$ cat src/hw/rtl/gpk_pkg.sv
// ----------------------------------------------------------------------------
// gpk_pkg
// shared types, codes and key tables for the game port protection key
// ----------------------------------------------------------------------------
package gpk_pkg;

    localparam logic [6:0] LFSR_SEED = 7'h6B;

    // key model codes
    localparam logic [2:0] KEY_NONE    = 3'd0;
    localparam logic [2:0] KEY_NAND    = 3'd1;
    localparam logic [2:0] KEY_SHIFT   = 3'd2;
    localparam logic [2:0] KEY_IM500   = 3'd3;
    localparam logic [2:0] KEY_IM1000  = 3'd4;
    localparam logic [2:0] KEY_IM1500  = 3'd5;
    localparam logic [2:0] KEY_COMPILE = 3'd6;

    // command codes
    localparam logic [1:0] CMD_SWITCH  = 2'd0;
    localparam logic [1:0] CMD_BUTTON1 = 2'd1;
    localparam logic [1:0] CMD_BUTTON2 = 2'd2;
    localparam logic [1:0] CMD_PADDLE  = 2'd3;

    localparam logic [1:0] KEY_PADDLE  = 2'd3;

    typedef struct packed {
        logic [1:0] command;
        logic [3:0] switch_address;
        logic [1:0] paddle_number;
    } t_in;

    typedef struct packed {
        logic       driven;
        logic [7:0] read_value;
    } t_out;

    typedef struct packed {
        logic [3:0] ann;
        logic [6:0] lfsr;
    } t_key_state;

    function automatic logic [7:0] cmp_tab(input logic [1:0] idx);
        logic [7:0] v;
        case (idx)
            2'd0:    v = 8'hFF;
            2'd1:    v = 8'h96;
            2'd2:    v = 8'h96;
            default: v = 8'h50;
        endcase
        return v;
    endfunction

    function automatic logic [7:0] m500_lo(input logic [2:0] idx);
        logic [7:0] v;
        case (idx)
            3'd0:    v = 8'h3F;
            3'd1:    v = 8'h2E;
            3'd2:    v = 8'h54;
            3'd3:    v = 8'h54;
            3'd4:    v = 8'h2E;
            3'd5:    v = 8'h22;
            3'd6:    v = 8'h72;
            default: v = 8'h17;
        endcase
        return v;
    endfunction

    function automatic logic [7:0] m500_hi(input logic [2:0] idx);
        logic [7:0] v;
        case (idx)
            3'd0:    v = 8'h6F;
            3'd1:    v = 8'h54;
            3'd2:    v = 8'h94;
            3'd3:    v = 8'h94;
            3'd4:    v = 8'h54;
            3'd5:    v = 8'h40;
            3'd6:    v = 8'hC4;
            default: v = 8'h2E;
        endcase
        return v;
    endfunction

    function automatic logic [7:0] m1000_tab(input logic [2:0] idx);
        logic [7:0] v;
        case (idx)
            3'd0:    v = 8'd34;
            3'd1:    v = 8'd151;
            3'd2:    v = 8'd48;
            3'd3:    v = 8'd64;
            3'd4:    v = 8'd113;
            3'd5:    v = 8'd113;
            3'd6:    v = 8'd64;
            default: v = 8'd85;
        endcase
        return v;
    endfunction

    function automatic logic [7:0] m1500_tab(input logic [2:0] idx);
        logic [7:0] v;
        case (idx)
            3'd0:    v = 8'd153;
            3'd1:    v = 8'd34;
            3'd2:    v = 8'd64;
            3'd3:    v = 8'd34;
            3'd4:    v = 8'd48;
            3'd5:    v = 8'd86;
            3'd6:    v = 8'd114;
            default: v = 8'd48;
        endcase
        return v;
    endfunction

endpackage

$ cat src/hw/rtl/game_port_protection_key_core.sv
// ----------------------------------------------------------------------------
// game_port_protection_key_core
// protection key on the game port: annunciator tracking, lfsr and read answers
// ----------------------------------------------------------------------------
// result: the result word is registered and valid in the cycle after the input word is accepted
// throughput: one word per cycle while the output is not stalled, set by the single output register
// a stalled output holds the next input only while the output is full
// reset: synchronous active low; model none, annunciators zero, lfsr 0x6B
// ----------------------------------------------------------------------------
module game_port_protection_key_core (
    input  logic          i_clk,
    input  logic          i_rst_n,
    input  logic          i_cfg_valid,
    output logic          o_cfg_ready,
    input  logic    [2:0] i_cfg_data,
    input  logic          i_in_valid,
    output logic          o_in_ready,
    input  gpk_pkg::t_in  i_in,
    output logic          o_out_valid,
    input  logic          i_out_ready,
    output gpk_pkg::t_out o_out
);

    logic [2:0]          r_model;
    gpk_pkg::t_key_state r_state;
    gpk_pkg::t_key_state n_state;
    gpk_pkg::t_out       n_out;
    gpk_pkg::t_out       r_out;
    logic                r_out_valid;
    logic                in_accept;

    assign o_cfg_ready = 1'b1;
    assign o_in_ready  = !r_out_valid || i_out_ready;
    assign in_accept   = i_in_valid && o_in_ready;
    assign o_out_valid = r_out_valid;
    assign o_out       = r_out;

    gpk_eval u_eval (
        .i_model (r_model),
        .i_state (r_state),
        .i_in    (i_in),
        .o_state (n_state),
        .o_out   (n_out)
    );

    always_ff @(posedge i_clk) begin
        if (!i_rst_n) begin
            r_model      <= gpk_pkg::KEY_NONE;
            r_state.ann  <= 4'd0;
            r_state.lfsr <= gpk_pkg::LFSR_SEED;
            r_out_valid  <= 1'b0;
        end else begin
            if (i_cfg_valid) begin
                r_model <= i_cfg_data;
            end
            if (in_accept) begin
                r_state     <= n_state;
                r_out_valid <= 1'b1;
            end else if (i_out_ready) begin
                r_out_valid <= 1'b0;
            end
        end
    end

    always_ff @(posedge i_clk) begin
        if (in_accept) begin
            r_out <= n_out;
        end
    end

    a_not_driven_zero: assert property (@(posedge i_clk) disable iff (!i_rst_n)
        r_out_valid |-> (r_out.driven || r_out.read_value == 8'd0))
        else $error("undriven read returned nonzero value");

    a_lfsr_nonzero: assert property (@(posedge i_clk) disable iff (!i_rst_n)
        r_state.lfsr != 7'd0)
        else $error("lfsr reached all zero");

    a_read_keeps_ann: assert property (@(posedge i_clk) disable iff (!i_rst_n)
        (in_accept && i_in.command != gpk_pkg::CMD_SWITCH) |=> $stable(r_state.ann))
        else $error("read access changed annunciators");

    a_lfsr_model: assert property (@(posedge i_clk) disable iff (!i_rst_n)
        (r_model != gpk_pkg::KEY_SHIFT) |=> $stable(r_state.lfsr))
        else $error("lfsr moved without shift-register key");

    a_accept_gives_result: assert property (@(posedge i_clk) disable iff (!i_rst_n)
        in_accept |=> r_out_valid)
        else $error("accepted word produced no result");

endmodule

$ cat src/hw/rtl/gpk_eval.sv
// ----------------------------------------------------------------------------
// gpk_eval
// next key state and read answer for one game port access
// ----------------------------------------------------------------------------
module gpk_eval (
    input  logic                [2:0] i_model,
    input  gpk_pkg::t_key_state       i_state,
    input  gpk_pkg::t_in              i_in,
    output gpk_pkg::t_key_state       o_state,
    output gpk_pkg::t_out             o_out
);

    logic [1:0] an_sel;
    logic       level;
    logic [3:0] ann_new;
    logic       fb;
    logic [8:0] m500_sum;
    logic [7:0] m500_val;
    logic [2:0] mode;

    assign an_sel   = i_in.switch_address[2:1];
    assign level    = i_in.switch_address[0];
    assign fb       = i_state.lfsr[1] ^ i_state.lfsr[0];
    assign mode     = i_state.ann[2:0];
    assign m500_sum = {1'b0, gpk_pkg::m500_lo(mode)} + {1'b0, gpk_pkg::m500_hi(mode)}
                      - 9'd1;
    assign m500_val = m500_sum[8:1];

    always_comb begin
        ann_new         = i_state.ann;
        ann_new[an_sel] = level;
    end

    // state update, only annunciator accesses at addresses 8..15 change it
    always_comb begin
        o_state = i_state;
        if (i_in.command == gpk_pkg::CMD_SWITCH && i_in.switch_address[3]) begin
            o_state.ann = ann_new;
            if (i_model == gpk_pkg::KEY_SHIFT) begin
                if ((an_sel == 2'd3 && level) || i_state.ann[3]) begin
                    o_state.lfsr = gpk_pkg::LFSR_SEED;
                end else if (an_sel == 2'd2 && !level && i_state.ann[2]) begin
                    // falling edge on an2 clocks the lfsr
                    o_state.lfsr = {fb, i_state.lfsr[6:1]};
                end
            end
        end
    end

    always_comb begin
        o_out = '0;
        case (i_in.command)
            gpk_pkg::CMD_BUTTON1: begin
                if (i_model == gpk_pkg::KEY_COMPILE) begin
                    o_out.driven = 1'b1;
                end
            end
            gpk_pkg::CMD_BUTTON2: begin
                if (i_model == gpk_pkg::KEY_NAND) begin
                    o_out.driven     = 1'b1;
                    o_out.read_value = {7'd0, ~(i_state.ann[0] & i_state.ann[1]
                                                & i_state.ann[2])};
                end else if (i_model == gpk_pkg::KEY_SHIFT) begin
                    o_out.driven     = 1'b1;
                    o_out.read_value = {7'd0, i_state.lfsr[0]};
                end
            end
            gpk_pkg::CMD_PADDLE: begin
                if (i_in.paddle_number == gpk_pkg::KEY_PADDLE) begin
                    if (i_model == gpk_pkg::KEY_COMPILE) begin
                        o_out.driven     = 1'b1;
                        o_out.read_value = gpk_pkg::cmp_tab({i_state.ann[2], i_state.ann[0]});
                    end else if (!i_state.ann[3]) begin
                        // interface modules are unpowered while an3 is set
                        case (i_model)
                            gpk_pkg::KEY_IM500: begin
                                o_out.driven     = 1'b1;
                                o_out.read_value = m500_val;
                            end
                            gpk_pkg::KEY_IM1000: begin
                                o_out.driven     = 1'b1;
                                o_out.read_value = gpk_pkg::m1000_tab(mode);
                            end
                            gpk_pkg::KEY_IM1500: begin
                                o_out.driven     = 1'b1;
                                o_out.read_value = gpk_pkg::m1500_tab(mode);
                            end
                            default: begin
                                o_out = '0;
                            end
                        endcase
                    end
                end
            end
            default: begin
                o_out = '0;
            end
        endcase
    end

endmodule
$ cat config.mk
export PLATFORM = sky130hd
export DESIGN_NAME = game_port_protection_key_core
export DESIGN_NICKNAME = d
export VERILOG_FILES = /design/src/hw/rtl/gpk_pkg.sv /design/src/hw/rtl/game_port_protection_key_core.sv /design/src/hw/rtl/gpk_eval.sv
export SDC_FILE = /design/constraint.sdc
export NUM_CORES = 1
export LEC_CHECK = 0
export ABC_AREA = 1
export BUFFER_PORTS_ARGS = -buffer_cell sky130_fd_sc_hd__buf_2
export CAP_MARGIN = 20
export CORE_ASPECT_RATIO = 0.75
export CORE_MARGIN = 5
export CORE_UTILIZATION = 50
export DETAILED_ROUTE_END_ITERATION = 6
export PLACE_DENSITY = 0.72
export SLEW_MARGIN = 15
export SYNTH_ARGS = -nofsm -noshare
export SYNTH_HDL_FRONTEND = slang
export SYNTH_SLANG_ARGS = --single-unit
export TNS_END_PERCENT = 10
$ cat constraint.sdc
create_clock -name i_clk -period 2.7 [get_ports i_clk]
set_input_delay 0.27 -clock i_clk [delete_from_list [all_inputs] [get_ports i_clk]]
set_output_delay 0.27 -clock i_clk [all_outputs]
set_load 0.05 [all_outputs]
==> results of run 1 <==
[layer usage]
metal	track usage (%)	share of wire (%)
met2	24.1	42
met4	2.74	0.60
met3	3.03	5.7
met5	0	0
met1	25.4	52
[cell usage in the layout (no fill, tap or decap), types with 4 or more instances in the layout]
cell and n:
edfxtp_1 9, nor3_1 6, ha_1 12, a31oi_1 7, o21ai_0 21, buf_4 7
nand3_1 14, inv_1 32, nor2_1 10, o21ai_1 4, dfxtp_1 12, buf_2 26
nand2_2 6, a21oi_1 26, nand2_1 46, inv_2 7
[power by group through the flow]
stage | Combinational (mW) | Sequential, mW | Clock, mW
6_report | 0.151 | 0.393 | 0.208
5_1_grt | 0.167 | 0.394 | 0.226
4_1_cts | 0.147 | 0.396 | 0.215
3_5_place_dp | 0.146 | 0.404 | 0
3_3_place_gp | 0.145 | 0.404 | 0
2_1_floorplan | 0.0787 | 0.432 | 0
[what timing repair did]
| item | CTS | global route |
|---|---|---|
| setup buffers | 0 | 1 |
| endpoints found under the setup margin | 1 | 4 |
| gates resized for setup | 1 | 11 |
[how the worst max path moves through the flow]
stage               start  endpoint  slack, ns  depth (start not counted)
5_1_grt        r_state[8]  o_out[6]     -0.007                         18
2_1_floorplan  r_state[9]  o_out[6]       0.26                         19
3_5_place_dp   r_state[7]  o_out[6]      -0.02                         18
6_report       r_state[8]  o_out[7]       0.17                         17
4_1_cts        r_state[9]  o_out[6]       0.03                         18
3_3_place_gp   r_state[7]  o_out[6]       0.05                         17
[worst register-to-register path, cell delays in order, from the launching register on]
cell and delay [ns]:
dfxtp_4 0.40, buf_4 0.13, nand2_4 0.04, nand3_1 0.07
nand2_2 0.07, nand2_1 0.15, ha_1 0.19, inv_1 0.07
fa_1 0.55, nand3_1 0.09, nor2_1 0.12, nand2_2 0.07
nand2_1 0.05, nand2_1 0.04, nand3_1 0.06, nand2_1 0.05
nand2_1 0.06, a21oi_2 0.05
[synthesized netlist by cell type, drive strengths merged, types with 2 or more instances]
cell type   n  area, um^2
nand2      53         221
nand4       2        12.5
dfxtp      15         300
a21oi      28         144
buf         3        30.0
edfxtp      9         270
nand3      17         100
inv        41         161
nor2       12        47.6
nor3        9        78.8
a31oi       7        43.8
fa          2        40.0
ha         14         175
o21ai      25         125
nor4        3        18.8
[flip-flops by register name (all words and copies together) (netlist names)]
register and count:
o_out 9, o_out_valid 1, r_model 3, r_state 11
[per-stage QoR]
| step | hold slack (ns) | utilization (%) | setup TNS [ns] | setup slack (ns) |
|---|---|---|---|---|
| 6_report | 0.273 | 59.6 | 0 | 0.174 |
| 5_1_grt | 0.277 | 59.6 | -0.00693 | -0.00693 |
| 4_1_cts | 0.267 | 58.2 | 0 | 0.0281 |
| 3_5_place_dp | 0.450 | 56.9 | -0.0211 | -0.0211 |
| 3_3_place_gp | 0.442 | 56.9 | 0 | 0.0459 |
| 2_1_floorplan | 0.408 | - | 0 | 0.262 |
[layout make-up]
type                            instances  area (um^2)  share of cell area, %
Tap cell                               52         65.1                   3.04
Clock inverter                          1         3.75                  0.175
Timing Repair Buffer                   34          188                   8.77
Clock buffer                            3         41.3                   1.93
Sequential cell                        24          582                   27.2
Multi-Input combinational cell        178         1090                   51.1
Inverter                               42          166                   7.77
[logic make-up (layout without fill, tap and decap cells)]
kind of cell | Yosys count | after routing
AO/OA/AOI/OAI | 63 | 63
XOR/XNOR | 1 | 1
buffers and inverters | 46 | 80
AND/OR/NAND/NOR | 97 | 97
adder cells (fa/ha/maj) | 16 | 16
other | 1 | 1
flip-flops | 24 | 24
==> flow_summary.ini, run 1 <==
[pwr]
max-vdd-ir-drop_v = 0.000268
switching_share_pct = 29.5
power_frac_comb_pct = 20.1
power_mw = 0.752
power.share.clock_pct = 27.6
power.density_mw_per_mm2 = 351
internal_power_mw = 0.530
power_switching_mw = 0.222
pwr-share-seq_pct = 52.3
leakagePower_nw = 0.963

[clock_network]
ctsHoldBuffers = 0
htree_levels = 1
clkTransAtPathRegs_ns = 0.08
clockBufferDepth = 2
cts_root_buffer = clkbuf_8
clkLatencyLatePin_ns = 0.26
numCtsBuffers = 3
tritoncts = done
cts_num_sinks = 24

[floorplanning]
die_h_um = 62.4
die_w_um = 79.8
ioPinCount = 28
coreArea_mm2 = 0.00359
die_area_mm2 = 0.00498
row_count = 19
initial_core_util_pct = 51.0

[synthesis]
synth_cell_types = 34
synth_compound_area_share_pct = 18.9
synth_top_family_by_area = simple AND/OR/NAND/NOR gates
ys.flop_type = dfxtp_1
syn-num-nets = 280
avgSynthCellArea_um2 = 7.38
synth_cells = 248
synth-simple-area-share_pct = 26.5
yosysSeqAreaShare_pct = 31.2
yosys.area_share.adder_pct = 11.8
synthMuxAreaShare_pct = 0
async_flop_share_pct = 0
synth_xor_area_share_pct = 0.479
yosysWarnings = 0
ys_seq_elements = 24
synth_edf_count = 9
syn_area_mm2 = 0.00183

[layout]
fin_area_mm2 = 0.00214
n_fill_cell = 336
area_delta_synth_final_pct = 17.0
stdcell_count = 334
nets = 315
layout-drive-gt1-share_pct = 25.2
insertedDiodeCount = 0

[global_routing]
antenna_found_initial = 0
overflow = 0
grt_usage_pct = 16.5
grt_pass1_vias = 1572
grt_pass1_wl_um = 6780
grt_max_degree = 14

[sta]
setup_violations = 0
fin_skew_ns = 0.00106
slew_viol_final = 0
hold_viol_final = 0
min_period_ns = 2.53
fmax_mhz = 396
period_share_pct = 93.6

[route]
wl_um = 4020
drc = 0
drt_iter0_drc = 73
first_pass_iters = 4
detail_route.vias_per_cell = 5.15
num_vias = 1719
wire_per_inst_um = 12.0
ant_nets = 0

[placement]
post-dp-hpwl_um = 3190
port_buffers = 26
finalWeightedCongestion = 0.910
placed_area_mm2 = 0.00204
dp_cells = 329

[setup_path]
r2r_start = r_state[8]
r2r_cells = 17
crit_family = simple AND/OR/NAND/NOR gates
crit_type = flip-flop to flip-flop
cp-start-kind = flip-flop
cpMostUsedCell = nand2_1
crit_chain = buf_4 -> nand2_4 -> nand3_1 -> nand2_2 -> nand2_1 -> ha_1 -> inv_1 -> fa_1 -> nand3_1 -> nor2_1 -> nand2_2 -> nand2_1 -> nand2_1 -> nand3_1 -> nand2_1 -> nand2_1 -> a21oi_2
cp_max_fo = 7
reg2reg_to = o_out[7]
cp.required_ns = 2.72
r2r_setup_slack_ns = 0.17
critPathBufInv = 2
end_kind = flip-flop
crit_path_max_incr_delay_ns = 0.55
cp.arrival_ns = 2.55
slowest_stage = fa_1

[run]
max_cap_viol_count = 0

[worst_hold_path]
min_path_type = input port to flip-flop
hold_path_depth = 3
holdPathEnd = o_out_valid
worstHoldStart = i_in_valid

[run_status]
status = completed
(Power assumes the default switching activity.)
==> run 2, diff against run 1 <==
--- a/config.mk
+++ b/config.mk
@@ -5,14 +5,14 @@
 export SDC_FILE = /design/constraint.sdc
 export NUM_CORES = 1
 export LEC_CHECK = 0
-export ABC_AREA = 1
+export ABC_AREA = 0
 export BUFFER_PORTS_ARGS = -buffer_cell sky130_fd_sc_hd__buf_2
 export CAP_MARGIN = 20
 export CORE_ASPECT_RATIO = 0.75
 export CORE_MARGIN = 5
 export CORE_UTILIZATION = 50
 export DETAILED_ROUTE_END_ITERATION = 6
-export PLACE_DENSITY = 0.72
+export PLACE_DENSITY = 0.71
 export SLEW_MARGIN = 15
 export SYNTH_ARGS = -nofsm -noshare
 export SYNTH_HDL_FRONTEND = slang
==> flow_summary.ini, run 2 <==
[run_status]
status = completed

[clock_network]
clockBufferDepth = 2
htree_levels = 1
numCtsBuffers = 3
cts_setup_buffers = 0
ctsHoldBuffers = 0
cts_root_buffer = clkbuf_8
clkTransAtPathRegs_ns = 0.08
clkLatencyLatePin_ns = 0.26
cts_num_sinks = 24
tritoncts = done

[setup_path]
r2r_start = r_state[7]
r2r_cells = 10
r2r_setup_slack_ns = 0.05
crit_type = flip-flop to flip-flop
cp.arrival_ns = 2.66
crit_end = o_out[7]
startpoint = r_state[7]
reg2reg_to = o_out[7]
cp-start-kind = flip-flop
cp_max_fo = 5
cp.required_ns = 2.71
end_kind = flip-flop

[layout]
nets = 303
n_fill_cell = 307
final_common_cell = buf_2
regMostFlops = r_state
final_cell_mix = buf_2 (26), buf_4 (22), nor2_1 (16)
insertedDiodeCount = 0
layout-drive-gt1-share_pct = 27.0
stdcell_count = 322
largest_register_ff_count = 11
area_delta_synth_final_pct = 21.0

[run]
max_cap_viol_count = 0

[synthesis]
syn_area_mm2 = 0.00197
syn-num-nets = 262
ys_seq_elements = 24
synth.area.top_cells = dfxtp_1 (15%), edfxtp_1 (14%), ha_1 (8.9%)
async_flop_share_pct = 0
synth.most_common_cell = inv_1
avgSynthCellArea_um2 = 8.57
synth_edf_count = 9
ys.flop_type = dfxtp_1
synth_top_area_share_pct = 15.2
yosysTopAreaCell = dfxtp_1
yosysSeqAreaShare_pct = 29.0
synth_cells = 230
synth_cell_types = 61
synth_common_cells = inv_1 (17), nor2_1 (16), dfxtp_1 (15), nand2_1 (15), ha_1 (14)
yosysWarnings = 0

[route]
ant_nets = 0
num_vias = 1801
wl_um = 4620
first_pass_iters = 4
drc = 0
drt_iter0_drc = 194
detail_route.vias_per_cell = 5.59
wire_per_inst_um = 14.3

[placement]
finalWeightedCongestion = 0.864
post-dp-hpwl_um = 3600
dp_cells = 318
port_buffers = 26

[sta]
fmax_mhz = 377
fin_skew_ns = 0.00344
grt_setup_unrepaired = true
slew_viol_final = 0
worst_slew_pin_slew_ns = 0.574
max-slew-margin-rel_pct = 61.7
hold_viol_final = 0
setup_violations = 0
min_period_ns = 2.65
period_share_pct = 98.2

[global_routing]
grt_max_degree = 19
grt_usage_pct = 18.0
overflow = 0
grt_pass1_wl_um = 7670
grt_pass1_vias = 1606
antenna_found_initial = 0

[floorplanning]
row_count = 19
die_w_um = 82.5
coreArea_mm2 = 0.00373
die_h_um = 64.4
die_area_mm2 = 0.00531
initial_core_util_pct = 52.8
ioPinCount = 28

[worst_hold_path]
min_path_type = input port to flip-flop

[pwr]
max-vdd-ir-drop_v = 0.000377
power.density_mw_per_mm2 = 353
power_mw = 0.840
leakagePower_nw = 0.983
[run 2: changes by cell type in the layout (fill, tap and decap cells not counted), sizes merged, moves of 11 or more]
cell,change
nand2,-38
inv,-24
a21oi,-16
buf,+15
o21ai,-13
nor2b,+11
[run 2: worst max-delay path, stage by stage (launching register included)]
cell and delay [ns]:
dfxtp_2 0.34, or3_4 0.38, and2_4 0.19, ha_4 0.15
inv_2 0.06, fa_1 0.43, nand4b_1 0.17, o221ai_2 0.12
o2111a_1 0.26, o31ai_1 0.19, a21oi_1 0.09
[run 2: worst min path at each step]
stage	from	end	slack [ns]	depth (start not counted)
after floorplan	i_rst_n	r_state[8]	0.40	1
after global placement	r_state[4]	r_state[4]	0.46	2
after detailed placement	r_state[4]	r_state[4]	0.47	2
after CTS	i_in_valid	o_out_valid	0.26	3
after global routing	i_cfg_data[0]	r_model[0]	0.27	3
final	i_in_valid	o_out_valid	0.26	3
[run 2: kinds of logic after synthesis]
group	synth area share, %
fa+ha+maj	11.4
flops	29.0
mux	3.56
simple gates	23.8
compound gates	22.6
other cells	0.190
xor+xnor	2.67
buf+inv	6.79
[run 2: power breakdown]
group          leakage, nW  total (mW)  internal [mW]  switching [mW]
Sequential           0.214       0.396          0.386          0.0105
Clock               0.0357       0.310          0.198           0.112
Combinational        0.734       0.135         0.0474          0.0872
Total                0.983       0.840          0.631           0.209
[run 2: area by class of cell]
type | count | area [um^2] | share of cell area, %
tap | 52 | 65.1 | 2.73
multi-input combinational | 177 | 1320 | 55.2
inverter | 17 | 63.8 | 2.68
sequential | 24 | 573 | 24.0
clock buffer | 3 | 41.3 | 1.73
timing repair buffer | 48 | 295 | 12.4
clock inverter | 1 | 30.0 | 1.26
[run 2: routing by layer]
layer / wire length [um] / GRT usage (%) / vias up
li1: - / - / 916
met1: 2360 / 29.0 / 821
met2: 1860 / 24.3 / 60
met3: 375 / 4.78 / 4
met4: 23 / 1.84 / 0
met5: 0 / 0 / -
[run 2: through the flow]
step	hold WS, ns	setup TNS (ns)	util (%)	cell area [um^2]	setup WS [ns]
2_1_floorplan	0.398	0	-	1990	0.00389
3_3_place_gp	0.458	0	60.9	2270	0.0381
3_5_place_dp	0.467	0	60.9	2270	0.00605
4_1_cts	0.257	0	63.4	2360	0.00965
5_1_grt	0.275	-0.132	63.9	2380	-0.0906
6_report	0.255	0	63.9	2380	0.0490
[run 2: repair_timing]
action                     CTS  global route
setup endpoints to repair    3             4
gates resized for setup      3             6
pin swaps                    0             1
